File: src/rtl/nearest_k_sorted_list_unit_assert.svh
// Assertion macros shared by the block's modules.
`ifndef NEAREST_K_SORTED_LIST_UNIT_ASSERT_SVH
`define NEAREST_K_SORTED_LIST_UNIT_ASSERT_SVH
// An antecedent implies a consequent in the same cycle.
`define NKS_ASSERT_IMP(label, clk, rst_n, ante, cons, msg) \
    label: assert property (@(posedge clk) disable iff (!rst_n) (ante) |-> (cons)) \
        else $error(msg);
// An antecedent implies a consequent in the next cycle.
`define NKS_ASSERT_NEXT(label, clk, rst_n, ante, cons, msg) \
    label: assert property (@(posedge clk) disable iff (!rst_n) (ante) |=> (cons)) \
        else $error(msg);
`endif

File: src/rtl/nks_queue.sv
`default_nettype none
// Two-entry queue between the front and back parts.
module nks_queue #(
    parameter int WIDTH = 8
) (
    input  wire logic             clk,
    input  wire logic             rst_n,
    input  wire logic             push,
    input  wire logic [WIDTH-1:0] push_data,
    input  wire logic             pop,
    output logic                  not_empty,
    output logic                  full,
    output logic [WIDTH-1:0]      head
);
    logic [WIDTH-1:0] mem_reg [2];
    logic wp_reg, rp_reg;
    logic [1:0] cnt_reg;

    // Pointers and fill count.
    always_ff @(posedge clk or negedge rst_n)
    begin
        if (!rst_n)
        begin
            wp_reg  <= 1'b0;
            rp_reg  <= 1'b0;
            cnt_reg <= 2'd0;
        end
        else
        begin
            if (push)
                wp_reg <= ~wp_reg;
            if (pop)
                rp_reg <= ~rp_reg;
            cnt_reg <= cnt_reg + 2'(push) - 2'(pop);
        end
    end

    // Storage.
    always_ff @(posedge clk)
    begin
        if (push)
            mem_reg[wp_reg] <= push_data;
    end

    assign not_empty = (cnt_reg != 2'd0);
    assign full      = (cnt_reg == 2'd2);
    assign head      = mem_reg[rp_reg];
endmodule
`default_nettype wire

File: config.mk
export PLATFORM = sky130hd
export DESIGN_NAME = nks_queue
export DESIGN_NICKNAME = d
export VERILOG_FILES = /design/src/rtl/nearest_k_sorted_list_unit_assert.svh /design/src/rtl/nks_queue.sv
export SDC_FILE = /design/constraint.sdc
export NUM_CORES = 1
export LEC_CHECK = 0
export ABC_CLOCK_PERIOD_IN_PS = 1600
export BUFFER_PORTS_ARGS = -buffer_cell sky130_fd_sc_hd__buf_2
export CAP_MARGIN = 20
export CORE_MARGIN = 1.5
export CORE_UTILIZATION = 41
export CTS_CLUSTER_DIAMETER = 100
export DETAILED_ROUTE_END_ITERATION = 8
export PLACE_DENSITY = 0.66
export SLEW_MARGIN = 20
export SYNTH_ARGS = -nofsm -noshare
export SYNTH_HDL_FRONTEND = slang
export SYNTH_SLANG_ARGS = --single-unit
File: constraint.sdc
create_clock -name clk -period 1.6 [get_ports clk]
set_input_delay 0.16 -clock clk [delete_from_list [all_inputs] [get_ports clk]]
set_output_delay 0.16 -clock clk [all_outputs]
set_load 0.05 [all_outputs]
# Yosys cells after proc, flatten, opt, wreduce, memory -nomap -nowiden
# Memories as Yosys holds them, arrays and structs flattened.
# Index checks and enable logic that the tools add are counted.
[word_totals]
regBits = 4
ramBits = 16
input_bits = 12
output_inout_bits = 10
word_cells = 12
memories = 1
[mem_list]
columns = ["memory", "words", "word_bits", "read_ports", "rd_ports_with_merged_regs", "wr", "line_no", "source"]
rows = [
  ["mem_reg", 2, 8, 1, 0, 1, "nks_queue.sv:15", "logic [WIDTH-1:0] mem_reg [2];"],
]
[op_classes]
addsub = 2
eq_ne = 1
muxes = 2
bitwise = 2
n_reduce_logical = 1
[ops]
columns = ["operator", "n"]
rows = [
  ["adder 2 x 1 -> 2 bit", 1],
  ["equality test 2 bit, second input constant", 1],
  ["two-way mux 1 bit", 2],
  ["inverter 1 bit", 2],
  ["nonzero test 2 bit", 1],
  ["subtractor 2 x 1 -> 2 bit", 1],
]

# Logic depth before layout (Yosys ltp)
[logic_depth]
depth_word = 2
mapped_depth = 5
ltp_nobuf = 5

# Worst setup path after synthesis
# OpenSTA, ideal clock, no wires.
[synth_timing]
kind = "register to output"
start = "register cnt_reg[1]"
end = "output port full"
arrival_ns = 1.075
t_required_ns = 1.440
slack_ns = 0.365
path_stages_with_launch = 2
n_path_buf = 0
path_cell_list = "dfrtp_1 nor2b_1"
[synth_between]
elab_chain_cells = 1
[synth_lines]
columns = ["item", "line_no", "source"]
rows = [
  ["start, declared", "nks_queue.sv:17", "logic [1:0] cnt_reg;"],
  ["start signal, assigned", "nks_queue.sv:34", "cnt_reg <= cnt_reg + 2'(push) - 2'(pop);"],
  ["equality test 2 bit", "nks_queue.sv:46", "assign full = (cnt_reg == 2'd2);"],
  ["end, declared", "nks_queue.sv:12", "output logic full,"],
]
# Every way passes these cells.

# Worst setup path after layout
[layout_timing]
start = "register rp_reg"
end = "output port head[6]"
[layout_between]
elab_chain_cells = 1
[layout_lines]
columns = ["item", "line_no", "source"]
rows = [
  ["start, declared", "nks_queue.sv:16", "logic wp_reg, rp_reg;"],
  ["start signal, assigned", "nks_queue.sv:33", "rp_reg <= ~rp_reg;"],
  ["memory (2 x 8 bit)", "--", ""],
  ["end, declared", "nks_queue.sv:13", "output logic [WIDTH-1:0] head"],
]
# Every way passes these cells.

==> summary.md <==
| Metric | Value |
|---|---|
| Status | finished, final reports clean |
| Vias in the first global route | 357 |
| Initial Utilization | 45.5% |
| TritonRoute pass-1 iters | 4 |
| Final setup viols | 0 |
| Post-route cell area | 981 um^2 |
| CP max FO | 9 |
| First-pass GRT wire length | 1570 um |
| Core Region | 1780 um^2 |
| Synthesized net count | 54 |
| Synthesized instance count | 40 |
| Worst skew pair latency | 290 ps |
| Worst setup margin | 74.3 ps |
| Synth area leader | edfxtp_1 |
| Area share of the largest cell type after synthesis | 59.3% |
| TritonCTS buffer count | 3 |
| Worst Clk Skew | 4.49 ps |
| Min Tclk post-route | 1530 ps |
| Post-DP HPWL | 826 um |
| Comb power frac | 45.3% |
| Register area | 582 um^2 |
| Max-slew violations | 0 |
| Worst hold margin | 51.4 ps |
| Slowest cell on crit path | dfrtp_2 |
| Layout Nets | 81 |
| Die area | 2250 um^2 |
| Sink Count | 20 |
| Switching share of power | 41.2% |
| Worst-path clk slew | 110 ps |
| DR vias | 411 |
| Setup CP Type | reg -> out |
| Synth Area in Compound Gates | 0% |
| Setup crit end kind | output pin |
| Netlist cell types | 11 |
| Main combinational cell family by area after synthesis | multiplexers |
| Period utilisation layout | 95.4% |
| CP Data Required Time | 1440 ps |
| Critical Path, Cell by Cell | mux2_4 > buf_2 |
| Count leader, synth | edfxtp_1 |
| # fillers | 165 |
| Seq/Total Area, Yosys | 71.6% |
| Worst endpoint data arrival time | 1370 ps |
| Post-synth EDFFs | 16 |
| CTS tree | yes |
| Fin util | 55.0% |
| Crit-path leading delay family | flip-flops |
| Post-Route WL | 1110 um |
| Via density | 4.52 |
| DP Area | 943 um^2 |
| Slew headroom | 73.7% |
| DR WL/cell | 12.2 um |
| Clk root buf | clkbuf_4 |
| Worst vdd ir | 0.000996 V |
| RSZ-0062 raised after global routing | false |
| Register share of total power | 42.6% |
| Setup slack at placement | 247 ps |
| Total Routing Usage GR | 11.0% |
| Initial antenna violation count | 0 |
| Grt ovf | 0 |
| Layout cells sized above 1 | 53.0% |
| Tightest Pin Transition | 395 ps |
| Final hold vios | 0 |
| Initial DRC count | 1 |
| H-tree depth | 1 |
| GP Congestion | 0.645 |
| F_max | 655 MHz |
| IO Count | 22 |
| Clock power share | 12.1% |
| Simple-Gate Fraction of Synth Area | 3.09% |
| Layout area overhead | 21.0% |
| Setup crit start kind | register |
| Max-cap violations | 0 |
| Post-route DRC | 0 |
| Die height | 47.5 um |
| Standard-cell rows | 15 |
| Worst min-delay path class | in -> reg |
| Post-Syn Area | 811 um^2 |
| Post-synth ARST share | 20.0% |
| Mux cell area share after synthesis | 14.8% |
| Synth cell count leaders | edfxtp_1, mux2_4, dfrtp_1 |
| Final Non-Filler Cells | 91 |
| Warnings from Yosys | 0 |
| Post-Synth XOR/XNOR Area | 5.09% |
| Largest net degree at the start of global routing | 12 |
| Area of the multi-input gates | 211 um^2 |
| Synth Flop Type | edfxtp_1 |
| Post-Synth Adder-Cell Area | 3.09% |
| Lkg Pwr | 0.428 nW |
| Crit-path max cell delay | 540 ps |
| # diodes | 0 |
| Maximum root-to-sink buffer count | 2 |
| Max reg flops | 16 |
| Power density over the cells | 1950 nW/um^2 |
| Buf+Inv Stages, Crit Path | 1 |
| Mean Syn Cell Area | 20.3 um^2 |
| Final setup TNS | 0 ps |
| P_sw | 0.790 mW |
| Int Power | 1.13 mW |
| Synth top area cells | edfxtp_1, mux2_4, dfrtp_1 |
| Dpl cells | 86 |
| Total power | 1.92 mW |
| Chip Width | 47.5 um |
| Port-buffer cells | 21 |
| Post-route ant nets | 0 |
| Yosys reg bits | 20 |
[metal layers]
metal,vias to the layer above,track usage (%),share of wire [%]
met1,199,12.1,40
met3,2,3.40,6.2
met5,-,0,0
li1,196,-,-
met2,14,18.6,52
met4,0,6.67,1.3
[power by group through the flow]
stage	sequential, mW	combinational (mW)	clock, mW
after detailed placement	0.830	0.877	0
final	0.817	0.869	0.232
after global routing	0.831	0.920	0.268
after CTS	0.821	0.879	0.239
after global placement	0.822	0.870	0
after floorplan	0.761	0.799	0
[path summary, 6_finish.rpt]
path                                       from                      end  slack [ps]  depth (start not counted)
min reg2reg                  wp_reg$_DFFE_PN0P_       wp_reg$_DFFE_PN0P_         500                          1
max reg2reg                cnt_reg[0]$_DFF_PN0_     cnt_reg[1]$_DFF_PN0_         380                          5
min in group asynchronous                 rst_n       wp_reg$_DFFE_PN0P_         180                          2
max in group asynchronous                 rst_n       rp_reg$_DFFE_PN0P_        1280                          2
max                          rp_reg$_DFFE_PN0P_                  head[6]          70                          2
min                                push_data[4]  mem_reg[1][4]$_DFFE_PP_          50                          1
[area by class of cell]
class | count | area share, %
Clock buffer | 3 | 2.30
Multi-Input combinational cell | 17 | 21.6
Clock inverter | 1 | 0.383
Sequential cell | 20 | 59.3
Inverter | 2 | 0.765
Timing Repair Buffer | 23 | 12.5
Tap cell | 25 | 3.19
[timing repair]
item / 4_1_cts / 5_1_grt
buffers inserted: 0 / 0
hold buffers: 1 / 0
endpoints found under the hold margin: 4 / 0
endpoints found under the setup margin: 8 / 0
gates resized for setup: 1 / 0
[placed cells by master, fill, tap and decap left out, drive strengths merged, types with 2 or more instances in the layout]
cell / instances
buf: 22
edfxtp: 16
mux2: 8
dfrtp: 4
clkbuf: 3
inv: 2
nor2b: 2
xor2: 2
ha: 2
[cells by family (layout without fill, tap and decap cells)]
| family | count (synthesis) | count (layout) |
|---|---|---|
| XOR/XNOR | 3 | 3 |
| adder cells (fa/ha/maj) | 2 | 2 |
| buffers and inverters | 3 | 29 |
| flip-flops | 20 | 20 |
| multiplexers | 8 | 8 |
| AND/OR/NAND/NOR | 4 | 4 |
Note: power is estimated with default switching activity, not from simulation.
