==> src/rtl/nearest_k_sorted_list_unit_assert.svh <==
// Assertion macros shared by the block's modules.
`ifndef NEAREST_K_SORTED_LIST_UNIT_ASSERT_SVH
`define NEAREST_K_SORTED_LIST_UNIT_ASSERT_SVH
// An antecedent implies a consequent in the same cycle.
`define NKS_ASSERT_IMP(label, clk, rst_n, ante, cons, msg) \
    label: assert property (@(posedge clk) disable iff (!rst_n) (ante) |-> (cons)) \
        else $error(msg);
// An antecedent implies a consequent in the next cycle.
`define NKS_ASSERT_NEXT(label, clk, rst_n, ante, cons, msg) \
    label: assert property (@(posedge clk) disable iff (!rst_n) (ante) |=> (cons)) \
        else $error(msg);
`endif

==> src/rtl/nks_pkg.sv <==
`default_nettype none
package nks_pkg;
    localparam int HANDLE_W = 32;
    localparam int DIST_W   = 50;
    localparam int SLOT_W   = 4;

    typedef enum logic [0:0] {
        ACT_UPDATE = 1'b0,
        ACT_READ   = 1'b1
    } action_t;

    typedef enum logic [2:0] {
        BK_IDLE,
        BK_DIST,
        BK_SCAN,
        BK_SHIFT,
        BK_DONE
    } back_state_t;
endpackage
`default_nettype wire

==> src/rtl/nks_front.sv <==
`default_nettype none
// Front part: takes a command word, squares the axis differences and sums
// them, then hands a classified word to the queue.
module nks_front #(
    parameter int OBS_W      = 2,
    parameter int COORD_BITS = 24
) (
    input  wire logic                          clk,
    input  wire logic                          rst_n,
    input  wire logic                          take,
    input  wire nks_pkg::action_t              action,
    input  wire logic [OBS_W-1:0]              observer_index,
    input  wire logic [nks_pkg::HANDLE_W-1:0]  object_handle,
    input  wire logic signed [COORD_BITS-1:0]  observer_x,
    input  wire logic signed [COORD_BITS-1:0]  observer_y,
    input  wire logic signed [COORD_BITS-1:0]  observer_z,
    input  wire logic signed [COORD_BITS-1:0]  object_x,
    input  wire logic signed [COORD_BITS-1:0]  object_y,
    input  wire logic signed [COORD_BITS-1:0]  object_z,
    input  wire logic [nks_pkg::SLOT_W-1:0]    read_slot,
    output logic                               word_valid,
    output nks_pkg::action_t                   word_action,
    output logic [OBS_W-1:0]                   word_obs,
    output logic [nks_pkg::HANDLE_W-1:0]       word_handle,
    output logic [nks_pkg::SLOT_W-1:0]         word_slot,
    output logic [nks_pkg::DIST_W-1:0]         word_dist
);
    localparam int DW = COORD_BITS + 1;
    localparam int SW = 2 * DW;

    logic [1:0] stage_reg, stage_next;
    nks_pkg::action_t act_reg;
    logic [OBS_W-1:0] obs_reg;
    logic [nks_pkg::HANDLE_W-1:0] hnd_reg;
    logic [nks_pkg::SLOT_W-1:0] slot_reg;
    logic [DW-1:0] mx_reg, my_reg, mz_reg;
    logic [SW-1:0] sx_reg, sy_reg, sz_reg;
    logic [SW+1:0] sum;
    logic signed [DW-1:0] dx, dy, dz;

    // Axis differences and their magnitudes.
    always_comb
    begin
        dx = DW'(object_x) - DW'(observer_x);
        dy = DW'(object_y) - DW'(observer_y);
        dz = DW'(object_z) - DW'(observer_z);
        dx = $signed(DW'({object_x[COORD_BITS-1], object_x}))
           - $signed(DW'({observer_x[COORD_BITS-1], observer_x}));
        dy = $signed(DW'({object_y[COORD_BITS-1], object_y}))
           - $signed(DW'({observer_y[COORD_BITS-1], observer_y}));
        dz = $signed(DW'({object_z[COORD_BITS-1], object_z}))
           - $signed(DW'({observer_z[COORD_BITS-1], observer_z}));
        stage_next = (stage_reg == 2'd0) ? (take ? 2'd1 : 2'd0)
                   : (stage_reg == 2'd2) ? 2'd0 : stage_reg + 2'd1;
    end

    // Stage sequencer: magnitudes, squares, then sum.
    always_ff @(posedge clk or negedge rst_n)
    begin
        if (!rst_n)
        begin
            stage_reg <= 2'd0;
        end
        else
        begin
            stage_reg <= stage_next;
        end
    end

    // Data registers of the magnitude and square stages.
    always_ff @(posedge clk)
    begin
        if (take && stage_reg == 2'd0)
        begin
            act_reg  <= action;
            obs_reg  <= observer_index;
            hnd_reg  <= object_handle;
            slot_reg <= read_slot;
            mx_reg   <= dx[DW-1] ? DW'(-dx) : DW'(dx);
            my_reg   <= dy[DW-1] ? DW'(-dy) : DW'(dy);
            mz_reg   <= dz[DW-1] ? DW'(-dz) : DW'(dz);
        end
        if (stage_reg == 2'd1)
        begin
            sx_reg <= mx_reg * mx_reg;
            sy_reg <= my_reg * my_reg;
            sz_reg <= mz_reg * mz_reg;
        end
    end

    // Sum with saturation to the distance width.
    always_comb
    begin
        sum = (SW+2)'(sx_reg) + (SW+2)'(sy_reg) + (SW+2)'(sz_reg);
        if ((SW + 2) > nks_pkg::DIST_W && (sum >> nks_pkg::DIST_W) != '0)
            word_dist = '1;
        else
            word_dist = nks_pkg::DIST_W'(sum);
        word_valid  = (stage_reg == 2'd2);
        word_action = act_reg;
        word_obs    = obs_reg;
        word_handle = hnd_reg;
        word_slot   = slot_reg;
    end
endmodule
`default_nettype wire

==> config.mk <==
export PLATFORM = sky130hd
export DESIGN_NAME = nks_front
export DESIGN_NICKNAME = d
export VERILOG_FILES = /design/src/rtl/nearest_k_sorted_list_unit_assert.svh /design/src/rtl/nks_pkg.sv /design/src/rtl/nks_front.sv
export SDC_FILE = /design/constraint.sdc
export NUM_CORES = 2
export LEC_CHECK = 0
export BUFFER_PORTS_ARGS = -buffer_cell sky130_fd_sc_hd__buf_4
export CAP_MARGIN = 20
export CORE_ASPECT_RATIO = 0.9
export CORE_MARGIN = 2
export CORE_UTILIZATION = 35
export DETAILED_ROUTE_END_ITERATION = 12
export GPL_ROUTABILITY_DRIVEN = 0
export PLACE_DENSITY_LB_ADDON = 0.3
export SLEW_MARGIN = 20
export SYNTH_ARGS = -nofsm -noshare
export SYNTH_HDL_FRONTEND = slang
export SYNTH_SLANG_ARGS = --single-unit
==> constraint.sdc <==
create_clock -name clk -period 8.6 [get_ports clk]
set_input_delay 1.72 -clock clk [delete_from_list [all_inputs] [get_ports clk]]
set_output_delay 1.72 -clock clk [all_outputs]
set_load 0.02 [all_outputs]
Word level (Yosys, flattened, before mapping)
Index checks and enable logic that the tools add are counted.

Add/sub/neg operators: 9. Multipliers: 3. Eq/ne operators: 2. Muxes and demuxes: 7. Reduce and logical (&&, ||, !) cells: 3.

Operators with widths (number): $mul 25x25->50 (3); $neg 25->25 (3); $sub 24x24->25 (3); $mux 24 (3); $add 51x50->52 (1); $reduce_bool 52->1 (1); $add 50x50->51 (1); $mux 50 (1); $mux 2 (2); $add 2x1->2 const B (1); $eq 2x1->1 const B (1); $eq 2x2->1 const B (1); $logic_not 2->1 (1); $logic_and 1x1->1 (1); $mux 1 (1).

Register bits after elaboration: 266. Input bits: 186. Output and inout bits: 90. Word-level logic and storage cells: 38.

Depth between registers and ports, before layout
Word-level depth: 4. Depth in mapped cells: 29. Mapped depth without buffers: 28.

Worst setup path before layout
Ideal clock, no wire load.

Kind: input to register. Start: input port take. End: register mx_reg[0], enable pin. Library setup time: 0.749 ns. Arrival: 9.884 ns. Required time: 7.851 ns. Slack: -2.034 ns. Stages: 1. Buffers on the path: 0. Path through: nor3b_1.

Longest elaborated chain between the ends: 1.

RTL lines: from (decl) (RTL line nks_front.sv:10) `input wire logic take,`; $logic_and 1x1->1 (RTL line nks_front.sv:73) `if (take && stage_reg == 2'd0)`; to (signal assigned) (RTL line nks_front.sv:79) `mx_reg <= dx[DW-1] ? DW'(-dx) : DW'(dx);`; to (decl) (RTL line nks_front.sv:36) `logic [DW-1:0] mx_reg, my_reg, mz_reg;`.

Every way passes these cells. A chain may end at the register's enable or synchronous reset.

Worst setup path in the final report
Start: register my_reg[5]. End: register sy_reg[48] (data pin).

Longest elaborated chain between the ends: 1.

RTL lines: from (decl) (RTL line nks_front.sv:36); from (signal assigned) (RTL line nks_front.sv:80) `my_reg <= dy[DW-1] ? DW'(-dy) : DW'(dy);`; $mul 25x25->50 (RTL line nks_front.sv:86) `sy_reg <= my_reg * my_reg;`; to (signal assigned) (RTL line nks_front.sv:86); to (decl) (RTL line nks_front.sv:37) `logic [SW-1:0] sx_reg, sy_reg, sz_reg;`.

Every way passes these cells.

==> key figures <==
Status
  – Status: complete, no violations

Global routing
  – First-pass GRT wire length: 295.7 mm
  – Vias in the first global route: 54630
  – GRT Overall Usage: between 15 and 20%
  – Largest net degree at the start of global routing: between 100 and 150
  – Total grt overflow: 0
  – Initial antenna violation count: 2

Route
  – Via density per instance: 4.790
  – Drt first pass iters: 8
  – DRC: 0
  – Final ANT Viol Nets: 0
  – Detailed-route wire length per cell: 17.07 µm
  – Drt initial violations: 3074
  – Vias: 50760
  – Total Wirelength: roughly 180 mm

Synth
  – Main synth FF type: edfxtp_1
  – Cells after synthesis: 7673
  – Synth warn: 0
  – Seq/Total Area, Yosys: between 10% and 20%
  – Asr flop ratio synth: 0.7605%
  – Yosys cell types: 81
  – Netlist Area Pre-Place: about 71000 µm²
  – Number of flops mapped to enable cells by yosys: 261
  – Synthesis-stage register bit count: 263
  – Synth Area per Inst: 9.294 µm²

Critical path
  – Worst reg2reg setup slack: 0.34 ns
  – Setup CP Type: reg -> reg
  – Critical path required time: ~9 ns
  – R2R Path End: sy_reg[48]
  – Worst Path Max Fanout: 16
  – R2r startpoint: my_reg[5]
  – Cells on worst reg2reg path: 27
  – Startpoint types: flip-flop
  – Worst Setup End Kind: flip-flop
  – Critical path data arrival time: between 8 and 9 ns

Worst hold path
  – HP Class: reg -> reg
  – WHS Endpoint: stage_reg[0]
  – Hold path cells: 1
  – Hold Startpoint: stage_reg[0]

Die
  – FP Rows: 157
  – Die area: 207400 µm²
  – Initial Util: 35.14%
  – Die Y: 432.2 µm
  – Core area: approximately 200000 µm²
  – I/O pin count: 276
  – Die Width: 479.8 µm

Timing
  – Clk_skew: 0.04329 ns
  – Max-slew violations: 0
  – Clock period minus worst slack: 8.258 ns
  – Slew @ Worst Pin: between 1 and 1.5 ns
  – Setup TNS: 0 ns
  – Period utilisation layout: between 90% and 100%
  – Final setup viols: 0
  – Fmax: 121.1 MHz
  – Normalized max-slew margin: 27.66%
  – Hold Vio Cnt, Final: 0
  – RSZ-0062 raised after global routing: false

Placement
  – DP Wirelength: 154.2 mm
  – # port buffers: 275

Clocking
  – Clock buffer depth: 3
  – Register clock-pin slew on the reported worst setup and hold paths: approximately 0.060 ns
  – CTS tree: done
  – Clock Sinks: 263
  – Hold-fix buffers at CTS: 0
  – Root buf cell: clkbuf_16
  – H-tree levels: 2
  – Worst-Skew Late Latency: 0.63 ns
  – CTS buffer count: 35

Layout
  – Seq. cell area: 7888 µm²
  – Area of the multi-input gates: 54540 µm²
  – Most frequent cells in the layout: 2128 x inv_1, 1451 x fa_1, 698 x nand2_1, 683 x ha_1, 391 x buf_4
  – P&R area growth vs syn: 9.435%
  – Layout cells sized above 1: 6.400%
  – Nets: 10180
  – Fillers: 20360
  – Most common cell after layout, fill and taps aside: inv_1

Run
  – Maxcap violations: 0
-- metal layers --
| metal | up-vias | global-route usage [%] | routed length [µm] |
|---|---|---|---|
| met3 | 164 | 1.765 | 8753 |
| met2 | 1186 | 29.56 | 85020 |
| met4 | 0 | 4.903 | 5077 |
| li1 | 23710 | - | - |
| met5 | - | 0 | 0 |
| met1 | 25700 | 25.04 | 82030 |
-- stage by stage --
stage / setup slack, ns / hold slack [ns] / instances / util, % / cell area [µm²]
after CTS: 0.3771 / 0.5560 / 10590 / 38.40 / 77930
after global routing: 0.01200 / 0.5829 / 10600 / 38.46 / 78040
after detailed placement: 0.4870 / 0.5435 / 10520 / 37.80 / 76700
after global placement: 0.3686 / 0.5371 / 10520 / 37.80 / 76700
final: 0.3415 / 0.5512 / 10600 / 38.46 / 78040
after floorplan: 1.032 / 0.4754 / 7675 / - / 71330
-- Yosys cell counts (9+ instances only) --
| cell type | number | share of area (%) |
|---|---|---|
| xor2_1 | 118 | 1.4 |
| nor2b_1 | 49 | 0.43 |
| edfxtp_1 | 261 | 11 |
| a211oi_1 | 33 | 0.35 |
| a21o_1 | 139 | 1.5 |
| nand3b_1 | 9 | 0.095 |
| a31oi_1 | 29 | 0.25 |
| mux2i_1 | 10 | 0.14 |
| or2_2 | 17 | 0.15 |
| fa_1 | 1451 | 41 |
| o21a_1 | 45 | 0.47 |
| nand2_1 | 698 | 3.7 |
| nor2_1 | 233 | 1.2 |
| ha_1 | 683 | 12 |
| nand3_1 | 74 | 0.52 |
| nor4_1 | 13 | 0.11 |
| nand4_1 | 40 | 0.35 |
| clkbuf_1 | 233 | 1.2 |
| a21boi_0 | 11 | 0.12 |
| nor3b_1 | 12 | 0.13 |
| o21bai_1 | 46 | 0.48 |
| nor3_1 | 44 | 0.31 |
| and2_1 | 372 | 3.3 |
| nand2b_1 | 36 | 0.32 |
| o21ai_0 | 140 | 0.98 |
| o211ai_1 | 21 | 0.22 |
| and3_1 | 32 | 0.28 |
| inv_1 | 2128 | 11 |
| a21oi_1 | 292 | 2.0 |
| xnor2_1 | 209 | 2.6 |
| o31ai_1 | 18 | 0.19 |
| a41oi_1 | 9 | 0.11 |
-- critical path, stage by stage (launching register included) --
cell      delay (ns)
edfxtp_1        0.89
buf_4           0.33
and2_1          0.18
inv_1           0.07
fa_1            0.51
inv_1           0.05
fa_1            0.47
fa_1            0.55
inv_1           0.06
fa_1            0.50
inv_1           0.06
fa_1            0.45
fa_1            0.51
inv_1           0.05
fa_1            0.48
inv_1           0.05
ha_1            0.37
a21oi_1         0.31
nor2_1          0.08
o221ai_1        0.27
a21boi_0        0.14
a211oi_1        0.45
buf_4           0.23
o31a_1          0.27
o211ai_1        0.13
a21oi_1         0.25
o21ai_0         0.15
xnor2_1         0.14
-- worst max path at each step --
stage,from,end,cells past startpoint
3_5_place_dp,mx_reg[18],sx_reg[47],25
3_3_place_gp,my_reg[5],sy_reg[48],27
4_1_cts,sz_reg[11],word_dist[40],14
2_1_floorplan,stage_reg[1],sx_reg[0],1
6_report,my_reg[5],sy_reg[48],27
5_1_grt,my_reg[5],sy_reg[48],27
-- cell families after synthesis --
| kind of cell | count (synthesis) | synth area share, % |
|---|---|---|
| DFF | 263 | 11.06 |
| buffers and inverters | 2371 | 12.53 |
| xor gates and xnor gates | 327 | 4.016 |
| and+or+nand+nor | 1662 | 11.24 |
| AOI/OAI and AO/OA | 899 | 8.202 |
| other | 1 | 0.005258 |
| muxes | 16 | 0.2351 |
| adders and majority gates | 2134 | 52.71 |
-- repair_timing --
action                     CTS  global route
setup buffers                0             8
gates resized for setup      0             0
hold endpoints to repair     0             0
setup endpoints to repair    0             3
-- cell type report --
type	instances	share of cell area, %
antenna	4	0.01283
inverter	2128	10.23
timing repair buffer	395	3.852
sequential	263	10.11
clock buffer	38	1.149
multi-input combinational	5041	69.89
tap	2703	4.333
clock inverter	26	0.4248
Power is not shown: default switching activity piles up to over one toggle a cycle in this logic, so the estimate is an artifact.
